## config.mk

```make
export PLATFORM = sky130hd
export DESIGN_NAME = catan_post
export DESIGN_NICKNAME = d
export VERILOG_FILES = /design/src/rtl/core/catan_pkg.sv /design/src/rtl/core/catan_post.sv
export SDC_FILE = /design/constraint.sdc
export NUM_CORES = 1
export LEC_CHECK = 0
export BUFFER_PORTS_ARGS = -buffer_cell sky130_fd_sc_hd__buf_2
export CAP_MARGIN = 40
export CORE_MARGIN = 2
export CORE_UTILIZATION = 35
export DETAILED_ROUTE_END_ITERATION = 12
export PLACE_DENSITY = 0.9
export SLEW_MARGIN = 30
export SYNTH_ARGS = -nofsm -noshare
export SYNTH_HDL_FRONTEND = slang
export SYNTH_SLANG_ARGS = --single-unit
```

## constraint.sdc

```tcl
create_clock -name clk -period 1.1 [get_ports clk]
set_clock_uncertainty 0.15 [all_clocks]
set_input_delay 0.165 -clock clk [delete_from_list [all_inputs] [get_ports clk]]
set_output_delay 0.165 -clock clk [all_outputs]
set_load 0.02 [all_outputs]
```

## src/rtl/core/catan_pkg.sv

```systemverilog
// ----------------------------------------------------------------------------
// catan_pkg
// Shared types and constants for the pipelined degree-output arc tangent.
// ----------------------------------------------------------------------------
package catan_pkg;

    // Widths of the rotation vector, the angle accumulator, the inputs, the output angle and the products.
    localparam int unsigned XY_W  = 16;
    localparam int unsigned Z_W   = 14;
    localparam int unsigned IN_W  = 16;
    localparam int unsigned OUT_W = 15;
    localparam int unsigned PROD_W = 32;

    // Deepest rotation the angle table supports.
    localparam int unsigned MAX_STEPS = 10;

    // Angles in 1/64 degree.
    localparam logic signed [Z_W-1:0] QUARTER_TURN = 14'sd5760;
    localparam logic signed [15:0]    HALF_TURN    = 16'sd11520;
    localparam logic signed [15:0]    FULL_TURN    = 16'sd23040;

    // Start vector of the rotation in Q13.
    localparam logic signed [XY_W-1:0] X_START = 16'sd8192;

    // Largest positive input value, used when negating saturates.
    localparam logic signed [IN_W-1:0] IN_MAX = 16'sd32767;

    // Rotation angle of each step, atan(2^-i) in 1/64 degree.
    localparam logic signed [Z_W-1:0] STEP_ANGLE [MAX_STEPS] = '{
        14'sd2880, 14'sd1700, 14'sd898, 14'sd456, 14'sd229,
        14'sd115,  14'sd57,   14'sd29,  14'sd14,  14'sd7
    };

    // One request as it travels down the rotation pipeline.
    typedef struct packed {
        logic signed [XY_W-1:0] x;
        logic signed [XY_W-1:0] y;
        logic signed [Z_W-1:0]  z;
        logic signed [IN_W-1:0] a;     // folded denominator, never negative
        logic signed [IN_W-1:0] b;     // folded numerator
        logic                   neg;   // original denominator was negative
        logic                   spec;  // answer already known, rotation frozen
    } catan_item_t;

endpackage

```

## src/rtl/core/catan_post.sv

```systemverilog
// ----------------------------------------------------------------------------
// catan_post
// Output register: unfolds left half plane results by a half turn and
// wraps them back into the open-closed range around zero.
// ----------------------------------------------------------------------------
module catan_post (
    input  logic                                 clk,
    input  logic                                 rst_n,
    input  logic                                 valid_in,
    input  catan_pkg::catan_item_t               item_in,
    output logic                                 done,
    output logic signed [catan_pkg::OUT_W-1:0]   angle
);
    import catan_pkg::*;

    logic                    done_reg;
    logic signed [OUT_W-1:0] angle_reg;
    logic signed [OUT_W-1:0] angle_next;
    logic signed [15:0]      z_wide;
    logic signed [15:0]      shifted;

    // Subtract a half turn for the left half plane and wrap once.
    always_comb
    begin
        z_wide  = 16'(item_in.z);
        shifted = z_wide - HALF_TURN;
        if (shifted <= -HALF_TURN)
        begin
            shifted = shifted + FULL_TURN;
        end
        angle_next = item_in.neg ? shifted[OUT_W-1:0] : z_wide[OUT_W-1:0];
    end

    always_ff @(posedge clk or negedge rst_n)
    begin
        if (!rst_n)
        begin
            done_reg <= 1'b0;
        end
        else
        begin
            done_reg <= valid_in;
        end
    end

    always_ff @(posedge clk)
    begin
        angle_reg <= angle_next;
    end

    assign done  = done_reg;
    assign angle = angle_reg;

endmodule

```

[After elaboration in Yosys (flattened, before gate mapping)]
Cells that the tools add are included.
Word-level totals
  logic and storage cells: 7
  output and inout port bits: 16
  register bits: 16
  input port bits: 83
Operators by class
  multiplexer cells: 2
  add/subtract/negate cells: 2
  order comparisons: 1
Operator list (number)
  $mux 15: 2
  $le 16x15->1 const B: 1
  $sub 14x15->16 const B: 1
  $add 15x15->15 const B: 1

[Depth between registers and ports, before layout]
Gate-level depths: netlist of run 1.
  depth after elaboration: 4
  depth in mapped cells: 9
  mapped depth without buffers: 9

[Worst setup path before layout of run 1]
Ideal clock, no wire load.
  path kind: input to register
  start point: input port item_in[42] in the netlist's numbering
  end point: register angle_reg[11], in the netlist angle[11]
  library setup time: 0.123 ns
  slack: -0.803 ns
  cell stages on the path: 7
  arrival: 1.630 ns
  path buffers: 0
  required time: 0.827 ns
  path through: inv_1 > ha_1 > and2b_4 > o21ai_0 > and3_4 > o41ai_1 > mux2_1
On the way
  word-level cells in the longest chain between the ends: 4
  elaborated cells on any way between the ends: 5
  classes of those cells: add/sub (2); order compare (1); mux (2)
Ends and longest elaborated chain
  from (decl): line catan_post.sv:10  | input catan_pkg::catan_item_t item_in,
  $sub 14x15->16 *: line catan_post.sv:26  | shifted = z_wide - HALF_TURN;
  $add 15x15->15 / $le 16x15->1 (equally long branches): line catan_post.sv:29, catan_post.sv:27
  $mux 15 *: line catan_post.sv:27  | if (shifted <= -HALF_TURN)
  $mux 15 *: line catan_post.sv:31  | angle_next = item_in.neg ? shifted[OUT_W-1:0] : z_wide[OUT_W-1:0];
  named net angle_next[11]: line catan_post.sv:18  | logic signed [OUT_W-1:0] angle_next;
  to (signal assigned): line catan_post.sv:48  | angle_reg <= angle_next;
  to (decl): line catan_post.sv:17  | logic signed [OUT_W-1:0] angle_reg;
The timed path passes the listed nets; every way through them passes the cells marked *.

[Worst setup path after layout of run 1]
Same ends and word-level chain as after synthesis.

==> key figures, run 1 <==
Layout
  – # nets final: 236
  – Share of cells above drive strength 1: between 50% and 60%
  – Design area: 0.001479 sq mm
  – Max reg flops: 15
  – Non-Filler Instances: 178
  – ANT cells: 0
  – Area Overhead vs Synth: 80.18%

Synth
  – Leading area contributor after synthesis: dfxtp_1
  – Netlist Area Pre-Place: slightly above 800 sq um
  – Synthesized instance count: between 80 and 90
  – Yosys top cell area share: between 30% and 40%
  – Main synth FF type: dfxtp_1
  – Synth area leaders: dfxtp_1 (37%), xor2_1 (4.3%), o21ai_0 (3.7%)
  – Syn_area_per_cell: around 9.3 sq um
  – Post-synth EDFFs: 0
  – Most frequent cell after synthesis: dfxtp_1
  – Syn. warnings: 0
  – Synth async-reset ratio: ~6.3%
  – Syn_nets: roughly 170
  – Synth unique cells: 43
  – Post-synth top cells: dfxtp_1 (15), inv_1 (7), o21ai_0 (6)
  – Yosys reg bits: 16
  – Post-synthesis sequential area ratio: between 30% and 40%

Detailed routing
  – DRT iter0 DRCs: 23
  – Pre-antenna DRT Iters: 6
  – Drt total wl: roughly 2.7 mm
  – Vias per cell: between 5 and 6
  – Wire length per cell: around 15 um
  – Post-DRT Antenna Nets: 0
  – Residual DRC: 0
  – Vias: a little over 900

Pwr
  – P_int: between 0.001 and 0.0015 W
  – Pwr dens: 1101 mW/mm^2
  – Combinational power share: a little over a third
  – Clk pwr share: around 25%
  – Reg power frac: approximately two fifths
  – Switching part of the total: a little under a third
  – Psw: 0.0005062 W
  – Final Power: ~0.0016 W
  – Leak: 0.6635 nW
  – VDD IR max: around 0.65 mV

Place
  – GPL Wtd Cong: between 0.8 and 0.9
  – Pre-CTS setup slack: -1036 ps
  – Input/output buffers: 33
  – Placed Area: 0.001155 sq mm
  – DPL Wire Length: 1.584 mm
  – DP Cell Count: 160

STA
  – Setup WS post-layout: -669.6 ps
  – Worst Tran Pin Value: just under 400 ps
  – F_max: between 500 and 600 MHz
  – Final period utilization: 160.9%
  – Post-route minimum period: 1770 ps
  – RSZ-0062 raised after global routing: yes
  – Final setup viols: 7
  – Final hold vios: 0
  – Fin. max-slew vios: 0
  – Worst slew margin: around three quarters

Global route
  – GRT overflow: 0
  – Vias in the first global route: between 800 and 900
  – Antenna violations before repair: 0
  – First-pass GRT wire length: 3.726 mm
  – Largest net degree at the start of global routing: 12
  – Tot GR Track Use: 18.46%

Floorplanning
  – Die Wd: around 52 um
  – Initial Utilization: roughly 37%
  – Ports: 99
  – Die Span Y: 52.43 um
  – Row count: 17
  – Die area: ~0.0027 sq mm
  – Core area: approximately 0.0022 sq mm

CTS
  – CTS clk-pin slew, worst paths: ~90 ps
  – Max clock buf depth: 2
  – Total number of H-tree levels: 1
  – Clk sinks: 16
  – CTS root buffer: clkbuf_4
  – CTS tree: yes
  – Clock buffer count from CTS: 3

Setup path
  – CP Class: input pin to register
  – Arr. time, crit path: around 1800 ps
  – Crit path launch type: input pin
  – CP Data Required Time: roughly 1200 ps
  – Crit. End Element: register
  – Delay-heaviest family, CP: compound AO/OA/AOI/OAI gates
  – Worst Path Max Fanout: 5
  – Crit path buf inv count: 2
  – Slowest-stage cell, CP: o311ai_4
  – Worst path max stage delay: between 300 and 400 ps
  – Crit-path cells: buf_8 > buf_4 > or2_1 > a31oi_2 > o21ai_2 > o311ai_4 > o41ai_4 > mux2_1

Flow run
  – Number of max-cap violations: 0

Outcome
  – Violated checks: setup timing
  – Status: complete, but fails checks

Min path
  – Hold Path Class: input pin to async pin
worst max-delay path by stage:
stage / start / endpoint / slack, ps / cells past startpoint
2_1_floorplan: item_in[43] / angle[10] / -660 / 9
3_3_place_gp: item_in[43] / angle[10] / -960 / 9
3_5_place_dp: item_in[43] / angle[10] / -1040 / 9
4_1_cts: item_in[42] / angle[11] / -600 / 9
5_1_grt: item_in[43] / angle[11] / -740 / 9
6_report: item_in[42] / angle[11] / -670 / 8
logic make-up after synthesis:
group | synth area share (%)
AO/OA/AOI/OAI | 20.28
XOR/XNOR | 5.335
adder cells (fa/ha/maj) | 3.048
buffers and inverters | 7.470
flip-flops | 39.63
multiplexers | 3.811
AND/OR/NAND/NOR | 20.43
layout make-up:
cell class,instances,area (sq um)
repair buffers,63,475.5
well taps,28,35.03
fillers,154,733.2
multi-input cells,60,564.3
inverters,7,41.29
flip-flops and latches,16,326.6
clock buffers,4,36.28
power by group through the flow:
stage / combinational, W / clock (W) / sequential [W]
floorplan: 0.000195 / 0 / 0.000723
global placement: 0.000419 / 0 / 0.000652
detailed placement: 0.000429 / 0 / 0.000654
CTS: 0.000511 / 0.000398 / 0.000641
global route: 0.000618 / 0.000422 / 0.000649
finish: 0.000585 / 0.000399 / 0.000645
metrics by stage:
| step | utilization (%) | hold slack, ps | setup TNS, ps |
|---|---|---|---|
| 2_1_floorplan | - | -280.6 | -3614 |
| 4_1_cts | 63.29 | 6.129 | -3155 |
| 3_3_place_gp | 52.21 | -210.4 | -5361 |
| 3_5_place_dp | 52.21 | -209.7 | -5806 |
| 6_report | 66.86 | 3.032 | -3609 |
| 5_1_grt | 66.86 | 10.69 | -4119 |
cell usage in the layout (no fill, tap or decap), drive strengths merged, types with 3 or more instances in the layout:
cell	netlist	layout
dfxtp	15	15
buf	3	53
o21ai	9	9
xor2	4	4
nor2	4	4
dlygate4sd3	0	10
nand2	5	5
nor3	3	3
inv	7	7
clkbuf	2	4
metal layers:
| metal | vias up | track usage [%] | routed length, um |
|---|---|---|---|
| met4 | 0 | 13.25 | 91 |
| met3 | 9 | 2.857 | 165 |
| met1 | 427 | 20.77 | 1051 |
| met5 | - | 0 | 0 |
| met2 | 53 | 31.25 | 1417 |
| li1 | 445 | - | - |
what timing repair did:
action | 4_1_cts | 5_1_grt
setup endpoints to repair | 7 | 17
hold buffers | 10 | 0
resized for setup | 20 | 18
pin swaps | 7 | 5
endpoints found under the hold margin | 10 | 0
setup buffers | 3 | 1
Note: power is estimated with default switching activity, not from simulation.
==> run 2: changes to the inputs <==
Settings changed: BUFFER_PORTS_ARGS -buffer_cell sky130_fd_sc_hd__buf_2 to not set, DONT_BUFFER_PORTS set to 1, PLACE_DENSITY 0.9 to 0.54.
==> run 2 against run 1 <==
Critical path depth is the same; the flow finishes with violations (hold timing, setup timing); maximum frequency grew 13%; design area decreased by 16%; sequential share of layout area rose by 4.0 points; total power is 12% lower; cell count down 21%; worst hold slack got worse by 200 ps; largest power group unchanged; core utilization is 10 points lower; critical endpoint is now angle[10]; die area stayed put.
==> key figures, run 2 (synthesized netlist as in run 1, its figures left out) <==
Outcome
  – Status: complete, but fails checks
  – Violated checks: hold timing, setup timing

Setup path
  – Crit-path cells: inv_12 > ha_4 > nor4b_4 > nand3_2 > and3_4 > or3b_4 > mux2i_1 > a2bb2oi_1
  – Delay-heaviest family, CP: simple AND/OR/NAND/NOR gates
  – Crit path launch type: input pin
  – CP Class: input pin to register
  – Slowest-stage cell, CP: or3b_4
  – Crit path buf inv count: 1 (-1)
  – Worst Path Max Fanout: 6 (+1)
  – Arr. time, crit path: 1590 ps (-230 ps)
  – Crit. End Element: register
  – CP Data Required Time: 1130 ps (-20 ps)
  – Worst path max stage delay: 410 ps (+80 ps)

Place
  – GPL Wtd Cong: 0.7897 (-4.2%)
  – Input/output buffers: 0 (-100%)
  – DPL Wire Length: 1.358 mm (-14%)
  – Placed Area: 937.1 sq um (-19%)

STA
  – Final hold vios: 5 (+5)
  – Final period utilization: 141.8% (-19 points)
  – Fin. max-slew vios: 0 (unchanged)
  – F_max: 641.1 MHz (+13%)
  – Hold Slack: -195.3 ps (-198.3 ps)
  – Post-route minimum period: 1560 ps (-209.9 ps)
  – Setup WS post-layout: -459.7 ps (+209.9 ps)
  – Worst Tran Pin Value: 360.9 ps (-35.91 ps)
  – RSZ-0062 raised after global routing: yes
  – Final setup viols: 6 (-1)
  – Worst slew margin: 75.68% (+2.4 points)

Global route
  – First-pass GRT wire length: 3.229 mm (-13%)
  – GRT overflow: 0 (unchanged)
  – Antenna violations before repair: 0 (unchanged)
  – Largest net degree at the start of global routing: 13 (+1)
  – Tot GR Track Use: 16.11% (-2.4 points)
  – Vias in the first global route: 756 (-14%)

Floorplanning
  – Die Wd: 52.43 um (unchanged)
  – Row count: 17 (unchanged)
  – Die area: 0.002748 sq mm (unchanged)
  – Ports: 99 (unchanged)
  – Initial Utilization: 37.10% (unchanged)
  – Core area: 0.002212 sq mm (unchanged)
  – Die Span Y: 52.43 um (unchanged)

CTS
  – CTS tree: yes
  – CTS root buffer: clkbuf_4
  – CTS clk-pin slew, worst paths: 90 ps (about the same)
  – Clock buffer count from CTS: 3 (unchanged)
  – Hold Buf Count CTS: 15 (+5)
  – Clk sinks: 16 (unchanged)
  – Total number of H-tree levels: 1 (unchanged)
  – Max clock buf depth: 2 (unchanged)

Detailed routing
  – Drt total wl: 2.031 mm (-25%)
  – Wire length per cell: 14.51 um (-5.3%)
  – DRT iter0 DRCs: 9 (-61%)
  – Residual DRC: 0 (unchanged)
  – Post-DRT Antenna Nets: 0 (unchanged)
  – Pre-antenna DRT Iters: 4 (-2)
  – Vias per cell: 5.407 (+3.0%)
  – Vias: 757 (-19%)

Layout
  – Area Overhead vs Synth: 52.13%
  – Max reg flops: 15 (unchanged)
  – Commonest non-fill, non-tap cells in the layout: dfxtp_1 (15), dlygate4sd3_1 (15), buf_4 (9)
  – Share of cells above drive strength 1: 36.61% (-19 points)
  – Filler Cells Inserted: 193 (+25%)
  – Design area: 0.001249 sq mm (-16%)
  – # nets final: 198 (-16%)
  – ANT cells: 0 (unchanged)

Pwr
  – Pwr dens: 1150 mW/mm^2 (+4.4%)
  – VDD IR max: 0.6240 mV (-4.5%)
  – Leak: 0.4936 nW (-26%)
  – Final Power: 0.001436 W (-12%)

Min path
  – Hold Path Class: input pin to register

Flow run
  – Number of max-cap violations: 0 (unchanged)
run 2: layer usage:
metal	GRT usage, %	up-vias	part of all wire, %
met5	0	-	0
met4	8.974	0	2.2
met3	3.143	4	7.6
met2	25.83	32	44
met1	19.97	358	47
li1	-	363	-
run 2: path summary, 6_finish.rpt:
| check | start | cells after the start | to | slack (ps) |
|---|---|---|---|---|
| max | item_in[43] | 8 | angle[10] | -460 |
| min | item_in[1] | 1 | angle[10] | -200 |
| max in group asynchronous | rst_n | 2 | done | 240 |
| min in group asynchronous | rst_n | 2 | done | 460 |
run 2: area by class of cell:
type / count / area, sq um / area share (%)
sequential: 16 / 325.3 / 26.05
clock buffer: 4 / 36.28 / 2.906
tap: 28 / 35.03 / 2.806
timing repair buffer: 25 / 229.0 / 18.34
inverter: 7 / 65.06 / 5.210
multi-input combinational: 60 / 558.0 / 44.69
run 2: power breakdown:
group | leakage [nW] | switching [W] | total, W | internal [W]
Sequential | 0.138 | 0.0000816 | 0.000713 | 0.000631
Clock | 0.0210 | 0.000182 | 0.000384 | 0.000202
Combinational | 0.334 | 0.000140 | 0.000339 | 0.000199
run 2: timing repair:
item / 4_1_cts / 5_1_grt
gates resized for setup: 16 / 8
endpoints found under the setup margin: 6 / 6
pin swaps: 10 / 3
setup buffers: 1 / 0
hold endpoints to repair: 17 / 5
run 2: through the flow:
stage               utilization, %  TNS (ps)  instances  setup slack [ps]
floorplan                        -     -3614         88            -657.2
global placement             42.36     -4286        120            -755.4
detailed placement           42.36     -4495        120            -783.6
CTS                          54.07     -2273        140            -418.0
global route                 56.45     -2789        140            -506.8
finish                       56.45     -2365        140            -459.7
==> run 3: changes to the inputs <==
Settings changed: CAP_MARGIN 40 to 20, CORE_ASPECT_RATIO set to 0.75, CORE_MARGIN 2 to not set.
==> run 3 against run 2 <==
The run ends with DRC, setup timing left; first-iteration DRC count increased to 5.6 times the previous value; routed wire length up 20%; cell count is 2.9% higher; die area fell by 7.4%; count of clock-buffer cells in the layout unchanged.
==> key figures, run 3 (synthesized netlist as in run 1, its figures left out) <==
Outcome
  – Status: complete, but fails checks
  – Violated checks: DRC, setup timing

Detailed routing
  – Post-DRT Antenna Nets: 0 (unchanged)
  – Residual DRC: 3 (+3)
  – Vias per cell: 5.688 (+5.2%)
  – DRT iter0 DRCs: 50 (+41)
  – Pre-antenna DRT Iters: 10 (+6)
  – Wire length per cell: 16.90 um (+17%)
  – Vias: 819 (+8.2%)
  – Drt total wl: 2.434 mm (+20%)

Layout
  – Most common cell after layout, fill and taps aside: dlygate4sd3_1
  – # nets final: 206 (+4.0%)
  – Multi-input logic area: 626.9 sq um (+12%)
  – Max reg flops: 15 (unchanged)
  – Share of cells above drive strength 1: 40.83% (+4.2 points)
  – Non-Filler Instances: 144 (+2.9%)
  – Register area: 326.6 sq um (+0.38%)
  – Area Overhead vs Synth: 69.67%
  – Filler Cells Inserted: 165 (-15%)
  – Commonest non-fill, non-tap cells in the layout: dlygate4sd3_1 (19), dfxtp_1 (15), buf_4 (11), nand2_1 (5)
  – ANT cells: 0 (unchanged)

Pwr
  – VDD IR max: 0.5693 mV (-8.8%)
  – Pwr dens: 1094 mW/mm^2 (-4.9%)
  – Leak: 0.5377 nW (+8.9%)

CTS
  – CTS clk-pin slew, worst paths: 100 ps (about the same)
  – CTS root buffer: clkbuf_4
  – Clk sinks: 16 (unchanged)
  – Clock buffer count from CTS: 3 (unchanged)
  – CTS tree: yes
  – Max clock buf depth: 2 (unchanged)
  – Total number of H-tree levels: 1 (unchanged)

STA
  – F_max: 613.3 MHz (-4.3%)
  – Setup WS post-layout: -530.6 ps (-70.86 ps)
  – Final hold vios: 0 (-5)
  – Hold Slack: 24.89 ps (+220.2 ps)
  – Worst Tran Pin Value: 472.2 ps (+111.3 ps)
  – Fin. max-slew vios: 0 (unchanged)
  – Final setup viols: 6 (unchanged)
  – Worst slew margin: 68.42% (-7.3 points)
  – Post-route minimum period: 1631 ps (+70.86 ps)
  – Final period utilization: 148.2% (+6.4 points)
  – RSZ-0062 raised after global routing: yes

Place
  – DP Cell Count: 115 (-4.2%)
  – GPL Wtd Cong: 0.7987 (+1.1%)
  – DPL Wire Length: 1.382 mm (+1.7%)
  – Input/output buffers: 0 (unchanged)

Floorplanning
  – Initial Utilization: 39.05% (+1.9 points)
  – Die Wd: 57.92 um (+10%)
  – Row count: 14 (-3)
  – Die Span Y: 43.94 um (-16%)
  – Ports: 99 (unchanged)
  – Core area: 0.002102 sq mm (-5.0%)
  – Die area: 0.002545 sq mm (-7.4%)

Setup path
  – Arr. time, crit path: 1660 ps (+70 ps)
  – Crit. End Element: register
  – CP Class: input pin to register
  – CP Data Required Time: 1130 ps (about the same)
  – Worst Path Max Fanout: 6 (unchanged)
  – Crit path launch type: input pin

Global route
  – Largest net degree at the start of global routing: 12 (-1)
  – Antenna violations before repair: 0 (unchanged)
  – First-pass GRT wire length: 3.601 mm (+12%)
  – Vias in the first global route: 773 (+2.2%)
  – Tot GR Track Use: 19.58% (+3.5 points)
  – GRT overflow: 0 (unchanged)

Min path
  – Hold Path Class: input pin to register

Flow run
  – Number of max-cap violations: 0 (unchanged)
run 3: worst max-delay path, stage by stage:
cell       delay, ps
clkinv_16         30
ha_4             150
nor4b_4          220
nand3_2          140
and3_4           230
buf_4            130
o41ai_2          230
mux2_1           360
run 3: timing repair:
action                                  4_1_cts  5_1_grt
setup buffers                                 5        1
endpoints found under the hold margin        17        2
pin swaps                                    16        7
hold buffers                                 18        1
resized for setup                            19       14
endpoints found under the setup margin        6        7
run 3: worst paths after layout:
path                              from  depth (start not counted)  slack, ps         to
max                        item_in[43]                          8       -530  angle[11]
min                         item_in[1]                          3         20  angle[11]
max in group asynchronous        rst_n                          2        240       done
min in group asynchronous        rst_n                          2        450       done
run 3: area by class of cell:
cell class | count | area share [%]
sequential | 16 | 23.45
timing repair buffer | 33 | 22.64
multi-input combinational | 60 | 45.01
tap | 24 | 2.156
clock buffer | 4 | 2.606
inverter | 7 | 4.133
run 3: metal layers:
| layer | share of wire (%) | vias up | GRT usage (%) |
|---|---|---|---|
| li1 | - | 381 | - |
| met1 | 48 | 408 | 25.09 |
| met2 | 47 | 26 | 31.26 |
| met3 | 3.8 | 4 | 6.866 |
| met4 | 1.3 | 0 | 5.714 |
| met5 | 0 | - | 0 |
run 3: through the flow:
stage               total power (W)  instance area (sq um)  util (%)  setup TNS [ps]  setup slack, ps
global placement          0.0009511                  924.6     43.99           -4442           -769.3
CTS                        0.001471                   1274     60.60           -2273           -448.3
detailed placement        0.0009486                  924.6     43.99           -4487           -794.9
global route               0.001604                   1393     66.25           -2971           -556.9
floorplan                 0.0009181                  869.6         -           -3614           -657.2
finish                     0.001523                   1393     66.25           -2752           -530.6
run 3: report_power, final:
part,switching (W),internal (W),total [W]
registers,0.0000823,0.000632,0.000714
clock network,0.000197,0.000201,0.000398
logic,0.000179,0.000232,0.000411
