File: config.mk
export PLATFORM = sky130hd
export DESIGN_NAME = catan_prep
export DESIGN_NICKNAME = d
export VERILOG_FILES = /design/src/rtl/core/catan_pkg.sv /design/src/rtl/core/catan_prep.sv
export SDC_FILE = /design/constraint.sdc
export NUM_CORES = 1
export LEC_CHECK = 0
export ABC_AREA = 1
export BUFFER_PORTS_ARGS = -buffer_cell sky130_fd_sc_hd__buf_4
export CORE_MARGIN = 2
export CORE_UTILIZATION = 40
export CTS_CLUSTER_DIAMETER = 120
export CTS_CLUSTER_SIZE = 28
export DETAILED_ROUTE_END_ITERATION = 16
export GPL_ROUTABILITY_DRIVEN = 0
export PLACE_DENSITY = 0.8
export RECOVER_POWER = 50
export SLEW_MARGIN = 5
export SYNTH_ARGS = -nofsm -noshare
export SYNTH_HDL_FRONTEND = slang
export SYNTH_SLANG_ARGS = --single-unit
export TNS_END_PERCENT = 30
File: constraint.sdc
create_clock -name clk -period 0.8 [get_ports clk]
set_input_delay 0.04 -clock clk [delete_from_list [all_inputs] [get_ports clk]]
set_output_delay 0.04 -clock clk [all_outputs]
set_load 0.1 [all_outputs]
File: src/rtl/core/catan_pkg.sv
// ----------------------------------------------------------------------------
// catan_pkg
// Shared types and constants for the pipelined degree-output arc tangent.
// ----------------------------------------------------------------------------
package catan_pkg;

    // Widths of the rotation vector, the angle accumulator, the inputs, the output angle and the products.
    localparam int unsigned XY_W  = 16;
    localparam int unsigned Z_W   = 14;
    localparam int unsigned IN_W  = 16;
    localparam int unsigned OUT_W = 15;
    localparam int unsigned PROD_W = 32;

    // Deepest rotation the angle table supports.
    localparam int unsigned MAX_STEPS = 10;

    // Angles in 1/64 degree.
    localparam logic signed [Z_W-1:0] QUARTER_TURN = 14'sd5760;
    localparam logic signed [15:0]    HALF_TURN    = 16'sd11520;
    localparam logic signed [15:0]    FULL_TURN    = 16'sd23040;

    // Start vector of the rotation in Q13.
    localparam logic signed [XY_W-1:0] X_START = 16'sd8192;

    // Largest positive input value, used when negating saturates.
    localparam logic signed [IN_W-1:0] IN_MAX = 16'sd32767;

    // Rotation angle of each step, atan(2^-i) in 1/64 degree.
    localparam logic signed [Z_W-1:0] STEP_ANGLE [MAX_STEPS] = '{
        14'sd2880, 14'sd1700, 14'sd898, 14'sd456, 14'sd229,
        14'sd115,  14'sd57,   14'sd29,  14'sd14,  14'sd7
    };

    // One request as it travels down the rotation pipeline.
    typedef struct packed {
        logic signed [XY_W-1:0] x;
        logic signed [XY_W-1:0] y;
        logic signed [Z_W-1:0]  z;
        logic signed [IN_W-1:0] a;     // folded denominator, never negative
        logic signed [IN_W-1:0] b;     // folded numerator
        logic                   neg;   // original denominator was negative
        logic                   spec;  // answer already known, rotation frozen
    } catan_item_t;

endpackage

File: src/rtl/core/catan_prep.sv
// ----------------------------------------------------------------------------
// catan_prep
// Input register: folds the left half plane onto the right half and
// resolves the axis cases before the rotation starts.
// ----------------------------------------------------------------------------
module catan_prep (
    input  logic                                 clk,
    input  logic                                 rst_n,
    input  logic                                 valid_in,
    input  logic signed [catan_pkg::IN_W-1:0]    numerator,
    input  logic signed [catan_pkg::IN_W-1:0]    denominator,
    output logic                                 valid_out,
    output catan_pkg::catan_item_t               item_out
);
    import catan_pkg::*;

    logic                   valid_reg;
    catan_item_t            item_reg;
    catan_item_t            item_next;
    logic signed [IN_W-1:0] a_fold;
    logic signed [IN_W-1:0] b_fold;

    // Negation with the most negative code clamped to the largest positive.
    function automatic logic signed [IN_W-1:0] sat_neg(input logic signed [IN_W-1:0] v);
        logic signed [IN_W-1:0] r;
        if (v == {1'b1, {(IN_W-1){1'b0}}})
        begin
            r = IN_MAX;
        end
        else
        begin
            r = -v;
        end
        return r;
    endfunction

    // Fold, then set up the start vector or the known answer.
    always_comb
    begin
        a_fold = denominator[IN_W-1] ? sat_neg(denominator) : denominator;
        b_fold = denominator[IN_W-1] ? sat_neg(numerator)   : numerator;

        item_next.x    = X_START;
        item_next.y    = '0;
        item_next.a    = a_fold;
        item_next.b    = b_fold;
        item_next.neg  = denominator[IN_W-1];
        item_next.spec = (a_fold == '0) || (b_fold == '0);
        item_next.z    = '0;
        if (a_fold == '0 && b_fold != '0)
        begin
            item_next.z = b_fold[IN_W-1] ? -QUARTER_TURN : QUARTER_TURN;
        end
    end

    always_ff @(posedge clk or negedge rst_n)
    begin
        if (!rst_n)
        begin
            valid_reg <= 1'b0;
        end
        else
        begin
            valid_reg <= valid_in;
        end
    end

    always_ff @(posedge clk)
    begin
        item_reg <= item_next;
    end

    assign valid_out = valid_reg;
    assign item_out  = item_reg;

endmodule

# --- Word-level counts from Yosys, hierarchy flattened ---
# Cells that the tools add are included.
word_totals:
  output_inout_bits: 81
  reg_bits: 49
  elab_cells: 20
  in_bits: 35
classes:
  n_reduce_logical: 5
  n_addsub: 2
  mux: 5
  eq_ne: 2
op_table:
  columns: ["operator", "count"]
  rows:
  - ["2-to-1 mux 16 bit", 4]
  - ["equality test 16 bit, second input constant", 2]
  - ["zero test 16 bit", 2]
  - ["negator 16 bit", 2]
  - ["nonzero test 16 bit", 1]
  - ["2-to-1 mux 14 bit", 1]
  - ["logical AND 1 bit", 1]
  - ["logical OR 1 bit", 1]

# --- Depth between registers and ports, before layout ---
# Gate-level depths: netlist of run 1.
logic_depth:
  word_depth: 5
  mapped_depth: 15
  ltp_nobuf: 15

# --- Worst setup path after synthesis of run 1 ---
# No wires, ideal clock.
synth_path:
  path_kind: "reg-to-output"
  from: "register, netlist name item_out[46]"
  to: "output item_out[44] (netlist bit)"
  t_required_ns: 0.760
  path_stages_with_launch: 2
  n_path_buf: 1
  slack_ns: -0.614
  arrival_ns: 1.374
  cell_sequence: "dfxtp_1 -> buf_4"
synth_rtl:
  columns: ["item", "line", "source"]
  rows:
  - ["to (decl)", "catan_prep.sv:13", "output catan_pkg::catan_item_t item_out"]

# --- Worst setup path after layout of run 1 ---
layout_path:
  from: "input denominator[15] (netlist bit)"
  to: "register item_reg (netlist bit item_out[45])"
layout_via:
  word_cells_on_any_way: 9
  cone_classes: "add/sub (1); eq/ne (1); mux (4); reduce/logical (3)"
layout_rtl:
  columns: ["item", "line", "source"]
  rows:
  - ["from (decl)", "catan_prep.sv:11", "input logic signed [catan_pkg::IN_W-1:0] denominator,"]
  - ["2-to-1 mux 16 bit", "catan_prep.sv:41", "b_fold = denominator[IN_W-1] ? sat_neg(numerator) : numerator;"]
  - ["net b_fold[5]", "catan_prep.sv:21", "logic signed [IN_W-1:0] b_fold;"]
  - ["nonzero test 16 bit", "catan_prep.sv:50", "if (a_fold == '0 && b_fold != '0)"]
  - ["logical AND 1 bit", "catan_prep.sv:50", null]
  - ["to (signal assigned)", "catan_prep.sv:70", "item_reg <= item_next;"]
  - ["to (decl)", "catan_prep.sv:18", "catan_item_t item_reg;"]
# The timed path passes the listed nets, and every way through them passes these cells.
# A chain may end at the register's enable or synchronous reset.

==> metrics list, run 1 <==
- Final net count: 549
- The number of buffers and inverters on the critical path is 3.
- Of the total synthesized cell area, the portion taken by XOR and XNOR cells is 0.735%.
- Worst ir drop on vdd: 1.38 mV
* Synth async-reset ratio: 2.63%
- The most critical setup path has its startpoint at denominator[15].
- After synthesis the cells add up to 2380 um^2.
* Die extent in y: 81.2 um
* Synth Area in Compound Gates: 5.14%
- Final count of hold timing violations: 0
- Status: finished, violations left
- Depth of the critical timing path with buffers and inverters included: 12
- The routed layout has 3051 vias.
- By area the synthesized netlist is led by sky130_fd_sc_hd__dfxtp_1 31%, sky130_fd_sc_hd__nand2_1 15%, sky130_fd_sc_hd__buf_4 14%, sky130_fd_sc_hd__nor2_1 7.6%, sky130_fd_sc_hd__inv_1 5.8%.
- CTS root buffer: sky130_fd_sc_hd__clkbuf_8
* Detailed-route wire length per cell: 16.5 um
* Startpoint of the tightest hold check path: denominator[5]
- Layout-stage area growth over the synthesis result: 98.0%
* Most used DFF post-synth: sky130_fd_sc_hd__dfxtp_1
- Along the worst path, the maximum fanout reaches 10.
- For the pin with the worst max-slew slack, the measured transition is 0.564 ns.
- Row Count: 28
* Critical path cell sequence: clkbuf_2, inv_2, buf_4, o21ai_0, nand2_1, nand3_1, nor2_1, nand2_1, nor2_2, nand2_2, nand3_2, nor2_1
- Sum of overflow across all layers after global routing: 0
- Clock buffers created by TritonCTS: 5
- For this design the static power due to leakage is 0.00238 uW.
- Post-synth top area cell: sky130_fd_sc_hd__dfxtp_1
- Following the worst setup path forward leads to its endpoint at item_out[45].
* IO Port Bufs: 76
* Share of synthesized cell area in full adder, half adder and majority cells: 1.05%
- GRT Total Usage: 25.8%
* Flop pwr share: 26.9%
* Share of Yosys cell area claimed by the top area cell type: 31.1%
* Total of warnings raised by yosys: 0
- Slowest stage cell on the critical path: sky130_fd_sc_hd__o21ai_0
- Cell area power density: 1720 nW/um^2
* Worst path arrival time: 1.73 ns
* Dominant delay contributor by cell family on the critical path: simple AND/OR/NAND/NOR gates
- Top-Level Pins: 116
- The core region is 5850 um^2.
* Critical path type: primary input to flop
- Global-route wire length before repair: 13.0 mm
* Area fraction in and, or, nand and nor cells after synthesis: 37.6%
- Final period util: 188%
- Counting flops with a built-in enable in the synthesized netlist gives 0.
- Final Critical Period: 1.50 ns
- Post-detailed-route via-to-cell ratio: 5.19
- CTS tree: built
* Placement-stage worst setup slack: -0.819 ns
- Via count of the first global-routing pass: 2863
* Setup repair after global routing missed its margin: true
- Synthesis inferred 38 register bits.
- Total chip power: 8110 uW
- At the worst endpoint, the required time is 1.03 ns.
* Initial DRC Count: 240
* Part of the power in combinational logic: 47.4%
- The portion of synthesized area spent on multiplexers is 0%.
* Sequential area share after synthesis: 32.1%
* Pin count of the biggest net entering global routing: 13
- Delay of the slowest cell on the worst path: 0.47 ns
* Main combinational cell family by area after synthesis: simple AND/OR/NAND/NOR gates
- Headroom to the max-slew limit: 62.0%
- Clock transition time at the flip-flop clock pins of the worst setup and hold paths: 0.09 ns
* Number of antenna violations at the first check in global routing: 0
- For this design, the sink count on the clock tree is 38.
- Number of pins exceeding their max-slew limit in the final report: 0
- Fmax achieved: 665 MHz
- Detailed Place HPWL: 5.06 mm
- Area of the die: 6600 um^2
* Element type at the critical path end: flop
- Failing checks: negative setup slack
* Drc violations: 0
- The clock tree synthesis step divided the H-tree into 2 levels.
- Counting every instance in the synthesized netlist gives 357.
- The number of different library cells used by synthesis comes to 29.
- Setup violations remaining at the end of the flow were counted as 73.
* Proportion of total power due to net switching: 43.2%
* Clock group share of total power: 25.7%
* Crit path launch type: primary input
- Internal power: 4610 uW
* Count of TritonRoute iterations in the first routing pass: 5
* Maxcap violations: 0
- For this configuration, the core starts out at a cell density of 40.8%.
- The final layout contains routed wiring with a total length of 9.70 mm.
- Switching power: 3500 uW
* HP Class: primary input to flop
- Ant diodes: 0
- In this run the deepest clock path goes through 2 buffers.
- In the final layout, the share of cells above drive strength 1 is 60.4%.
- Number of nets still failing antenna checks after routing: 0
* Syn Area/Cell: 6.68 um^2
- Once routing completed, OpenROAD measured the worst setup slack at -0.704 ns.
- Die Wd: 81.2 um
-- synthesized netlist by cell type (2+ instances only) --
master	instances
sky130_fd_sc_hd__nand3b_1	4
sky130_fd_sc_hd__nand2_2	2
sky130_fd_sc_hd__a21oi_1	4
sky130_fd_sc_hd__buf_4	45
sky130_fd_sc_hd__xor2_1	2
sky130_fd_sc_hd__nand2_1	97
sky130_fd_sc_hd__inv_2	5
sky130_fd_sc_hd__ha_1	2
sky130_fd_sc_hd__o21ai_2	3
sky130_fd_sc_hd__buf_6	2
sky130_fd_sc_hd__o21ai_0	9
sky130_fd_sc_hd__dfxtp_1	37
sky130_fd_sc_hd__nor2_2	5
sky130_fd_sc_hd__conb_1	2
sky130_fd_sc_hd__nand3_1	27
sky130_fd_sc_hd__nand3_2	10
sky130_fd_sc_hd__or2_2	4
sky130_fd_sc_hd__o21ai_1	3
sky130_fd_sc_hd__nor2_1	48
sky130_fd_sc_hd__inv_1	37
-- final cells by class --
cell class                 instances  area, um^2
tap                               75        93.8
inverter                          43         214
multi-input combinational        264        1600
timing repair buffer             159        1850
clock buffer                       6        82.6
clock inverter                     2        60.1
sequential                        38         817
timing repair inverter             1        6.26
fill                             296        1130
-- through the flow --
| stage | setup TNS (ns) | cells | area (um^2) | hold slack (ns) | utilization, % |
|---|---|---|---|---|---|
| 2_1_floorplan | -8.74 | 394 | 2690 | -0.256 | - |
| 3_3_place_gp | -13.40 | 568 | 3520 | -0.184 | 60.2 |
| 3_5_place_dp | -14.67 | 568 | 3520 | -0.183 | 60.2 |
| 4_1_cts | -5.50 | 585 | 4500 | 0.000792 | 77.0 |
| 5_1_grt | -10.86 | 588 | 4720 | 0.0275 | 80.7 |
| 6_report | -8.21 | 588 | 4720 | 0.0174 | 80.7 |
-- worst min path at each step --
stage                         endpoint  cells past startpoint
final                     item_out[23]                      3
after global routing      item_out[23]                      3
after CTS                 item_out[24]                      3
after detailed placement     valid_out                      1
after global placement       valid_out                      1
after floorplan              valid_out                      0
-- cells in the final DEF, fill, tap and decap left out, types with 2 or more instances in the layout --
| cell | instances |
|---|---|
| sky130_fd_sc_hd__buf_4 | 88 |
| sky130_fd_sc_hd__nand2_1 | 75 |
| sky130_fd_sc_hd__buf_12 | 45 |
| sky130_fd_sc_hd__conb_1 | 39 |
| sky130_fd_sc_hd__dfxtp_2 | 35 |
| sky130_fd_sc_hd__nor2_1 | 27 |
| sky130_fd_sc_hd__inv_1 | 27 |
| sky130_fd_sc_hd__nand3_2 | 21 |
| sky130_fd_sc_hd__nand2_2 | 19 |
| sky130_fd_sc_hd__buf_6 | 16 |
| sky130_fd_sc_hd__nor2_2 | 13 |
| sky130_fd_sc_hd__nor2_4 | 13 |
| sky130_fd_sc_hd__nand3_1 | 12 |
| sky130_fd_sc_hd__inv_2 | 10 |
| sky130_fd_sc_hd__clkbuf_8 | 6 |
| sky130_fd_sc_hd__nand2_4 | 5 |
| sky130_fd_sc_hd__o21ai_2 | 5 |
| sky130_fd_sc_hd__o21ai_0 | 5 |
| sky130_fd_sc_hd__o21ai_1 | 4 |
| sky130_fd_sc_hd__nand3_4 | 4 |
| sky130_fd_sc_hd__nand3b_1 | 4 |
| sky130_fd_sc_hd__or2_2 | 4 |
| sky130_fd_sc_hd__dlygate4sd3_1 | 4 |
| sky130_fd_sc_hd__inv_12 | 3 |
| sky130_fd_sc_hd__a21oi_2 | 3 |
| sky130_fd_sc_hd__buf_8 | 3 |
| sky130_fd_sc_hd__inv_4 | 2 |
| sky130_fd_sc_hd__ha_4 | 2 |
| sky130_fd_sc_hd__bufinv_16 | 2 |
| sky130_fd_sc_hd__clkbuf_4 | 2 |
| sky130_fd_sc_hd__dfxtp_4 | 2 |
-- state kept, by name, summed over array words and instances (netlist names) --
| name | count |
|---|---|
| item_out | 37 |
| valid_out | 1 |
-- routing by layer --
metal  vias up  track usage [%]  routed length [um]
met4         0             17.1                 768
met3        92             4.33                 836
met2       270             47.1                4840
met1      1355             27.0                3260
met5         -                0                   0
li1       1334                -                   -
-- cells by family after synthesis --
logic type,count (synthesis)
simple gates,200
buf+inv,92
flops,38
compound gates,21
xor+xnor,2
fa+ha+maj,2
other cells,2
-- power by group through the flow --
stage                     Clock [uW]  Sequential, uW  Combinational, uW
after floorplan                    0            3150               1450
after global placement             0            2110               3100
after detailed placement           0            2110               3130
after CTS                       2060            2170               3610
after global routing            2160            2190               3970
final                           2080            2190               3850
-- repair_timing --
action                     4_1_cts  5_1_grt
resized for setup              211       59
gates cloned                     1        0
setup endpoints to repair       72       77
setup buffers                    5        4
pin swaps                       28       20
hold endpoints to repair         4        0
hold buffers                     4        0
Power figures use the tool's default switching activity.
==> run 2: changes to the inputs <==
- ABC_AREA: 1 -> not set
- CORE_MARGIN: 2 -> 5
- PLACE_DENSITY: 0.8 -> 0.79
==> metrics list, run 2 <==
- Crit path launch type: primary input
- The first global-routing pass estimated 14.2 mm of wire.
- The critical path goes through buf_6, or4_4, buf_4, nor4_4, buf_4, mux2i_1, nand3_1, nor4_4, nor3_2, and2_1.
* Final period util: 251%
- Failing checks: negative setup slack
* Delay of the slowest cell on the worst path: 0.60 ns
- Counting distinct cell types in the post-synthesis netlist gives 58.
* Final count of hold timing violations: 0
- Count of TritonRoute iterations in the first routing pass: 4
- The final number of max-transition violations is 0.
* Maximum fanout encountered on the critical timing path: 5
- Across every metal layer, demand over resource in global routing totals 23.2%.
- Layout cells sized above 1: 61.1%
- Commonest non-fill, non-tap cell in the layout: sky130_fd_sc_hd__buf_4
- Biggest area contributors in the synthesized netlist: sky130_fd_sc_hd__dfxtp_1 29%, sky130_fd_sc_hd__buf_4 13%, sky130_fd_sc_hd__xor2_1 5.2%, sky130_fd_sc_hd__nand2_1 4.8%, sky130_fd_sc_hd__mux2i_1 2.8%
* Final instance area: 4740 um^2
- CTS built an H-tree with a depth of 2.
- The worst setup path is captured at a flop.
* Dominant cell by count in the synthesized netlist: sky130_fd_sc_hd__buf_4
* Syn Area/Cell: 8.37 um^2
* Main combinational cell family by area after synthesis: simple AND/OR/NAND/NOR gates
- Maxcap violations: 0
- Dividing the detail-routed wire length by the instance count gives 18.9 um.
- Setup repair after global routing missed its margin: true
- Routed wire length: 10.2 mm
* Area fraction in and, or, nand and nor cells after synthesis: 24.8%
- Final Instance Count excl. Fillers: 540
- Across the whole layout, storage elements account for 812 um^2.
* Most instantiated cells after synthesis: 43 x sky130_fd_sc_hd__buf_4, 37 x sky130_fd_sc_hd__dfxtp_1, 32 x sky130_fd_sc_hd__nand2_1
- Summing the areas of all xor and xnor instances in the mapped netlist gives 6.97% of the synthesized area.
- Final net count: 501
- The run finished, with violations left.
- Derived from the worst setup path, the maximum achievable clock frequency is 497 MHz.
- Dividing total power by cell area gives a power density of 1610 nW/um^2.
- P_leak: 0.00222 uW
* Drc violations: 0
* Sequential area share after synthesis: 30.5%
* CTS tree: built
- Pin count of the biggest net entering global routing: 26
- For the worst setup path, the data required time is 0.99 ns.
* Final-report setup violation count: 78
- In this run the deepest clock path goes through 2 buffers.
- Share of synthesized cell area in full adder, half adder and majority cells: 0.996%
- Most used DFF post-synth: sky130_fd_sc_hd__dfxtp_1
- Final Critical Period: 2.01 ns
* Highest-count cells in the layout ignoring fill and taps: 113 x sky130_fd_sc_hd__buf_4, 39 x sky130_fd_sc_hd__conb_1, 35 x sky130_fd_sc_hd__buf_12
- Core area: 6030 um^2
* Core occupancy in the finished layout: 78.6%
- In this run the vertical extent of the chip is 89.3 um.
* Total standard cell area after synthesis: 2510 um^2
- Initial DRC Count: 160
* Row Count: 28
- The initial antenna violation count was 0.
* Placed cell area: 3530 um^2
- The slowest stage of the critical path belongs to the cell sky130_fd_sc_hd__or4_4.
- Using the TritonRoute via totals, the vias-per-cell ratio works out to 5.27.
- The Yosys step of the flow raised 0 warnings.
- After layout, the worst setup slack is -1.21 ns.
- The synthesized netlist devotes 14.7% of its cell area to compound gates.
- Area of the die: 7970 um^2
* Clock transition time at the flip-flop clock pins of the worst setup and hold paths: 0.08 ns
* Number of instances in the synthesized netlist: 300
* HP Class: primary input to flop
- Data on the critical path arrives at its endpoint at 2.20 ns.
- The register with the most flip-flops in the layout has 37 of them.
- In this run, synthesis inferred 0 flip-flops with an integrated enable.
- The die is 89.3 um wide.
* Footprint of the multi-input gates: 1760 um^2
- Post-synth top area cell: sky130_fd_sc_hd__dfxtp_1
- The number of global-route vias before repair came to 2960.
- Across the VDD grid, the largest voltage drop is 1.48 mV.
- For this run, asynchronously set or reset flops after synthesis account for 2.63%.
- Number of vias after detailed routing: 2846
* Detailed Place HPWL: 5.73 mm
- Share of Yosys cell area claimed by the top area cell type: 29.5%
- Layout-stage area growth over the synthesis result: 88.5%
* Sum of overflow across all layers after global routing: 0
* Number of nets still failing antenna checks after routing: 0
- In this run, CTS created clock tree buffers numbering 5.
* Ant diodes: 0
- Total Negative Setup Slacks: -33.65 ns
- Top-Level Pins: 116
* Mux cell area share after synthesis: 3.69%
* IO Port Bufs: 76
* Effective utilization at floorplan: 41.7%
- The clock net in this run drives a total of 38 sinks.
* Fillers: 364
- Number of placed instances with taps included: 502
- After layout, the design draws a total of 7630 uW.
- Seq cells post-synth: 38
- CTS root buffer: sky130_fd_sc_hd__clkbuf_8
- Critical path type: primary input to flop
-- run 2: cell types whose count changed in the layout (fill, tap and decap cells not counted), moves of 11 or more --
cell	before	now
sky130_fd_sc_hd__nand2_2	19	5
sky130_fd_sc_hd__buf_6	16	28
sky130_fd_sc_hd__xor2_1	1	15
sky130_fd_sc_hd__nor3_1	0	11
sky130_fd_sc_hd__nor2_2	13	0
sky130_fd_sc_hd__nand2_1	75	26
sky130_fd_sc_hd__buf_4	88	113
sky130_fd_sc_hd__inv_1	27	5
sky130_fd_sc_hd__nand3_2	21	2
sky130_fd_sc_hd__nor2_1	27	7
-- run 2: cell type report --
type | instances | share of cell area, %
clock inverters | 1 | 0.106
clock buffers | 7 | 1.82
multi-input cells | 226 | 37.1
well taps | 75 | 1.98
inverters | 11 | 1.03
repair buffers | 182 | 40.8
flip-flops and latches | 38 | 17.1
-- run 2: cell families after synthesis --
kind of cell,after synthesis
DFF,38
muxes,9
and+or+nand+nor,109
xor gates and xnor gates,20
AOI/OAI and AO/OA,47
other,2
adders and majority gates,2
buffers and inverters,73
-- run 2: path summary, 6_finish.rpt --
path,depth (start not counted),endpoint,startpoint
min in group asynchronous,2,valid_out,rst_n
min,3,item_out[5],numerator[3]
max in group asynchronous,2,valid_out,rst_n
max,10,item_out[46],numerator[7]
-- run 2: repair_timing --
action / 4_1_cts / 5_1_grt
hold endpoints to repair: 3 / 0
hold buffers: 3 / 0
endpoints found under the setup margin: 78 / 78
buffers inserted: 23 / 8
gates cloned: 1 / 0
resized for setup: 204 / 30
pin swaps: 30 / 17
-- run 2: per-layer routing --
layer / up-vias / global-route usage, % / routed length [um] / share of wire, %
met4: 0 / 9.74 / 564 / 5.5
met2: 173 / 44.1 / 5460 / 54
met3: 52 / 4.61 / 738 / 7.2
li1: 1291 / - / - / -
met1: 1330 / 24.5 / 3430 / 34
met5: - / 0 / 0 / 0
-- run 2: critical path, delay by kind of cell --
kind / cells / cell delay, ns
buffers and inverters: 3 / 0.44
muxes: 1 / 0.19
and+or+nand+nor: 6 / 1.53
-- run 2: power breakdown --
part	internal [uW]	leakage, uW	switching, uW
registers	2090	0.000324	147
clock network	697	0.0000482	718
logic	1290	0.00185	2690
-- run 2: metrics by stage --
step           hold slack [ns]  setup WS, ns
6_report                0.0252         -1.21
5_1_grt                 0.0362         -1.25
4_1_cts                0.00739         -1.10
3_5_place_dp            -0.184         -1.56
3_3_place_gp            -0.185         -1.46
2_1_floorplan           -0.256         -1.56
==> run 3: changes to the inputs <==
- CORE_UTILIZATION: 40 -> 45
- GPL_TIMING_DRIVEN: not set -> 0
- PLACE_DENSITY: 0.79 -> 0.86
==> metrics list, run 3 (synthesis results as in run 2) <==
- Derived from the worst setup path, the maximum achievable clock frequency is 462 MHz.
* Setup repair after global routing missed its margin: true
* Final Critical Period: 2.16 ns
- Once the floorplan was initialized, standard cells occupied 45.9% of the core.
- The final reports fail on negative setup slack.
* Layout-stage area growth over the synthesis result: 94.1%
- Detailed-route wire length per cell: 25.1 um
- Maximum fanout encountered on the critical timing path: 7
- The worst hold path belongs to the class primary input to flop.
- The final layout contains 491 nets.
* IO Port Bufs: 70
- The detailed router placed 3131 vias in this run.
* Worst path arrival time: 2.36 ns
- Dominant delay contributor by cell family on the critical path: simple AND/OR/NAND/NOR gates
- Counting both buffers and inverters, the worst setup path holds a total of 1.
- For this run, the detailed router's first-pass iteration total came to 7.
- After clock tree synthesis, the clock-pin slew on the worst setup and hold paths is 0.09 ns.
- Routed wire length: 13.3 mm
- Die Wd: 84.7 um
* Final-report setup violation count: 78
- Final count of hold timing violations: 0
- Data on the critical path is required at its endpoint by 1.00 ns.
- Die extent in y: 84.7 um
- Summing internal, switching and leakage power gives 7790 uW.
- Worst ir drop on vdd: 1.26 mV
* Status: finished, violations left
- Detailed Place HPWL: 5.19 mm
- In the final layout, the share of cells above drive strength 1 is 60.4%.
- For the pin with the worst max-slew slack, the measured transition is 0.536 ns.
- After the first detailed-routing iteration, the DRC count stood at 503.
* Ant diodes: 0
- Clock buffers created by TritonCTS: 5
- The register with the most flip-flops in the layout has 37 of them.
- For this run, the slowest stage of the critical path takes 0.64 ns.
- Global routing used 28.3% of the available tracks across all layers.
- The final critical path takes up 270% of the cycle.
- Placement-stage worst setup slack: -2.02 ns
- Dividing the detail-routed via count by the number of cells gives 5.94.
- 116 I/O pins were placed.
- Maxcap violations: 0
- Startpoint of the tightest hold check path: numerator[3]
- TritonCTS built the clock tree.
- CTS saw 38 sinks.
* Global-route wire length before repair: 16.1 mm
* Final instance area: 4880 um^2
- Number of antenna violations at the first check in global routing: 0
- STA classifies the critical path endpoint as a flop.
- Bufs on Longest Clock Path: 2
- After global routing the overflow that remains totals 0.
- Number of pins exceeding their max-slew limit in the final report: 0
* Row Count: 27
- Placed cell area: 3390 um^2
- STA classifies the critical path startpoint as a primary input.
- The die covers 7180 um^2.
* Depth of the worst hold-timing path: 3
* Cell area power density: 1600 nW/um^2
* Slowest stage cell on the critical path: sky130_fd_sc_hd__or4_1
- Core area: 5470 um^2
- CTS root buffer: sky130_fd_sc_hd__clkbuf_8
- Critical path cell sequence: buf_4, or4_1, o41ai_4, xor2_2, nand3_2, nor4_4, nor3_2, and2_1
- Commonest non-fill, non-tap cell in the layout: sky130_fd_sc_hd__buf_4
- The critical path in this run is classified as primary input to flop.
* Via count of the first global-routing pass: 3047
- The worst pin sits at a relative slew slack of 64.3%.
- Max H-tree Level: 2
* Pin count of the biggest net entering global routing: 13
- Number of nets still failing antenna checks after routing: 0
- Hold Path End: item_out[5]
- Leaving out fill and tap cells, the most frequent cells in the layout are 94 x sky130_fd_sc_hd__buf_4, 42 x sky130_fd_sc_hd__buf_12, 39 x sky130_fd_sc_hd__conb_1.
* P_leak: 0.00226 uW
- Drc violations: 0
* Slack of the critical path: -1.36 ns
## run 3: changes by cell type in the layout (fill, tap and decap cells not counted), sizes merged
cell,before,now
buf,178,155
inv,11,9
clkinv,1,4
dlygate4sd3,3,6
clkbuf,8,17
## run 3: how the worst max path moves through the flow
stage,slack [ns],end,startpoint,cells after the start
floorplan,-1.56,item_out[46],denominator[1],12
global placement,-1.99,item_out[21],denominator[15],9
detailed placement,-2.02,item_out[21],denominator[15],9
CTS,-1.21,item_out[46],numerator[1],11
global route,-1.41,item_out[46],numerator[0],11
finish,-1.36,item_out[46],numerator[11],8
## run 3: per-layer routing
layer  part of all wire (%)  wire length [um]  track usage [%]  vias up
met5                      0                 0                0        -
met2                     47              6220             50.0      315
li1                       -                 -                -     1278
met3                     12              1640             7.85       83
met1                     35              4600             30.3     1455
met4                    6.0               790             15.1        0
## run 3: layout make-up
class | count | area [um^2]
fill | 216 | 597
clock buffer | 6 | 72.6
clock inverter | 2 | 10.0
inverter | 11 | 71.3
sequential | 38 | 811
buffer | 59 | 579
multi-input combinational | 226 | 1800
tap | 72 | 90.1
timing repair buffer | 113 | 1440
## run 3: metrics by stage
step / utilization (%) / TNS (ns) / hold WS (ns) / cells
3_3_place_gp: 61.9 / -52.21 / -0.185 / 479
5_1_grt: 89.1 / -35.46 / 0.0233 / 527
2_1_floorplan: - / -41.83 / -0.256 / 337
6_report: 89.1 / -34.30 / 0.0142 / 527
3_5_place_dp: 61.9 / -54.17 / -0.183 / 479
4_1_cts: 82.8 / -27.71 / -0.0308 / 511
## run 3: repair_timing
action                                  CTS  global route
gates resized for setup                 227            52
endpoints found under the hold margin     6             1
setup buffers                            20            19
cloned                                    1             0
pin swaps                                24            23
hold buffers                              5             1
endpoints found under the setup margin   78            78
## run 3: worst min-delay path, delay by kind of cell
kind	cells	cell delay [ns]
buffers and inverters	1	0.14
and+or+nand+nor	1	0.05
xor gates and xnor gates	1	0.07
## run 3: power breakdown
group	total, uW	internal [uW]	switching, uW
registers	2250	2090	161
clock network	1370	606	769
logic	4170	1340	2830
total	7790	4030	3760
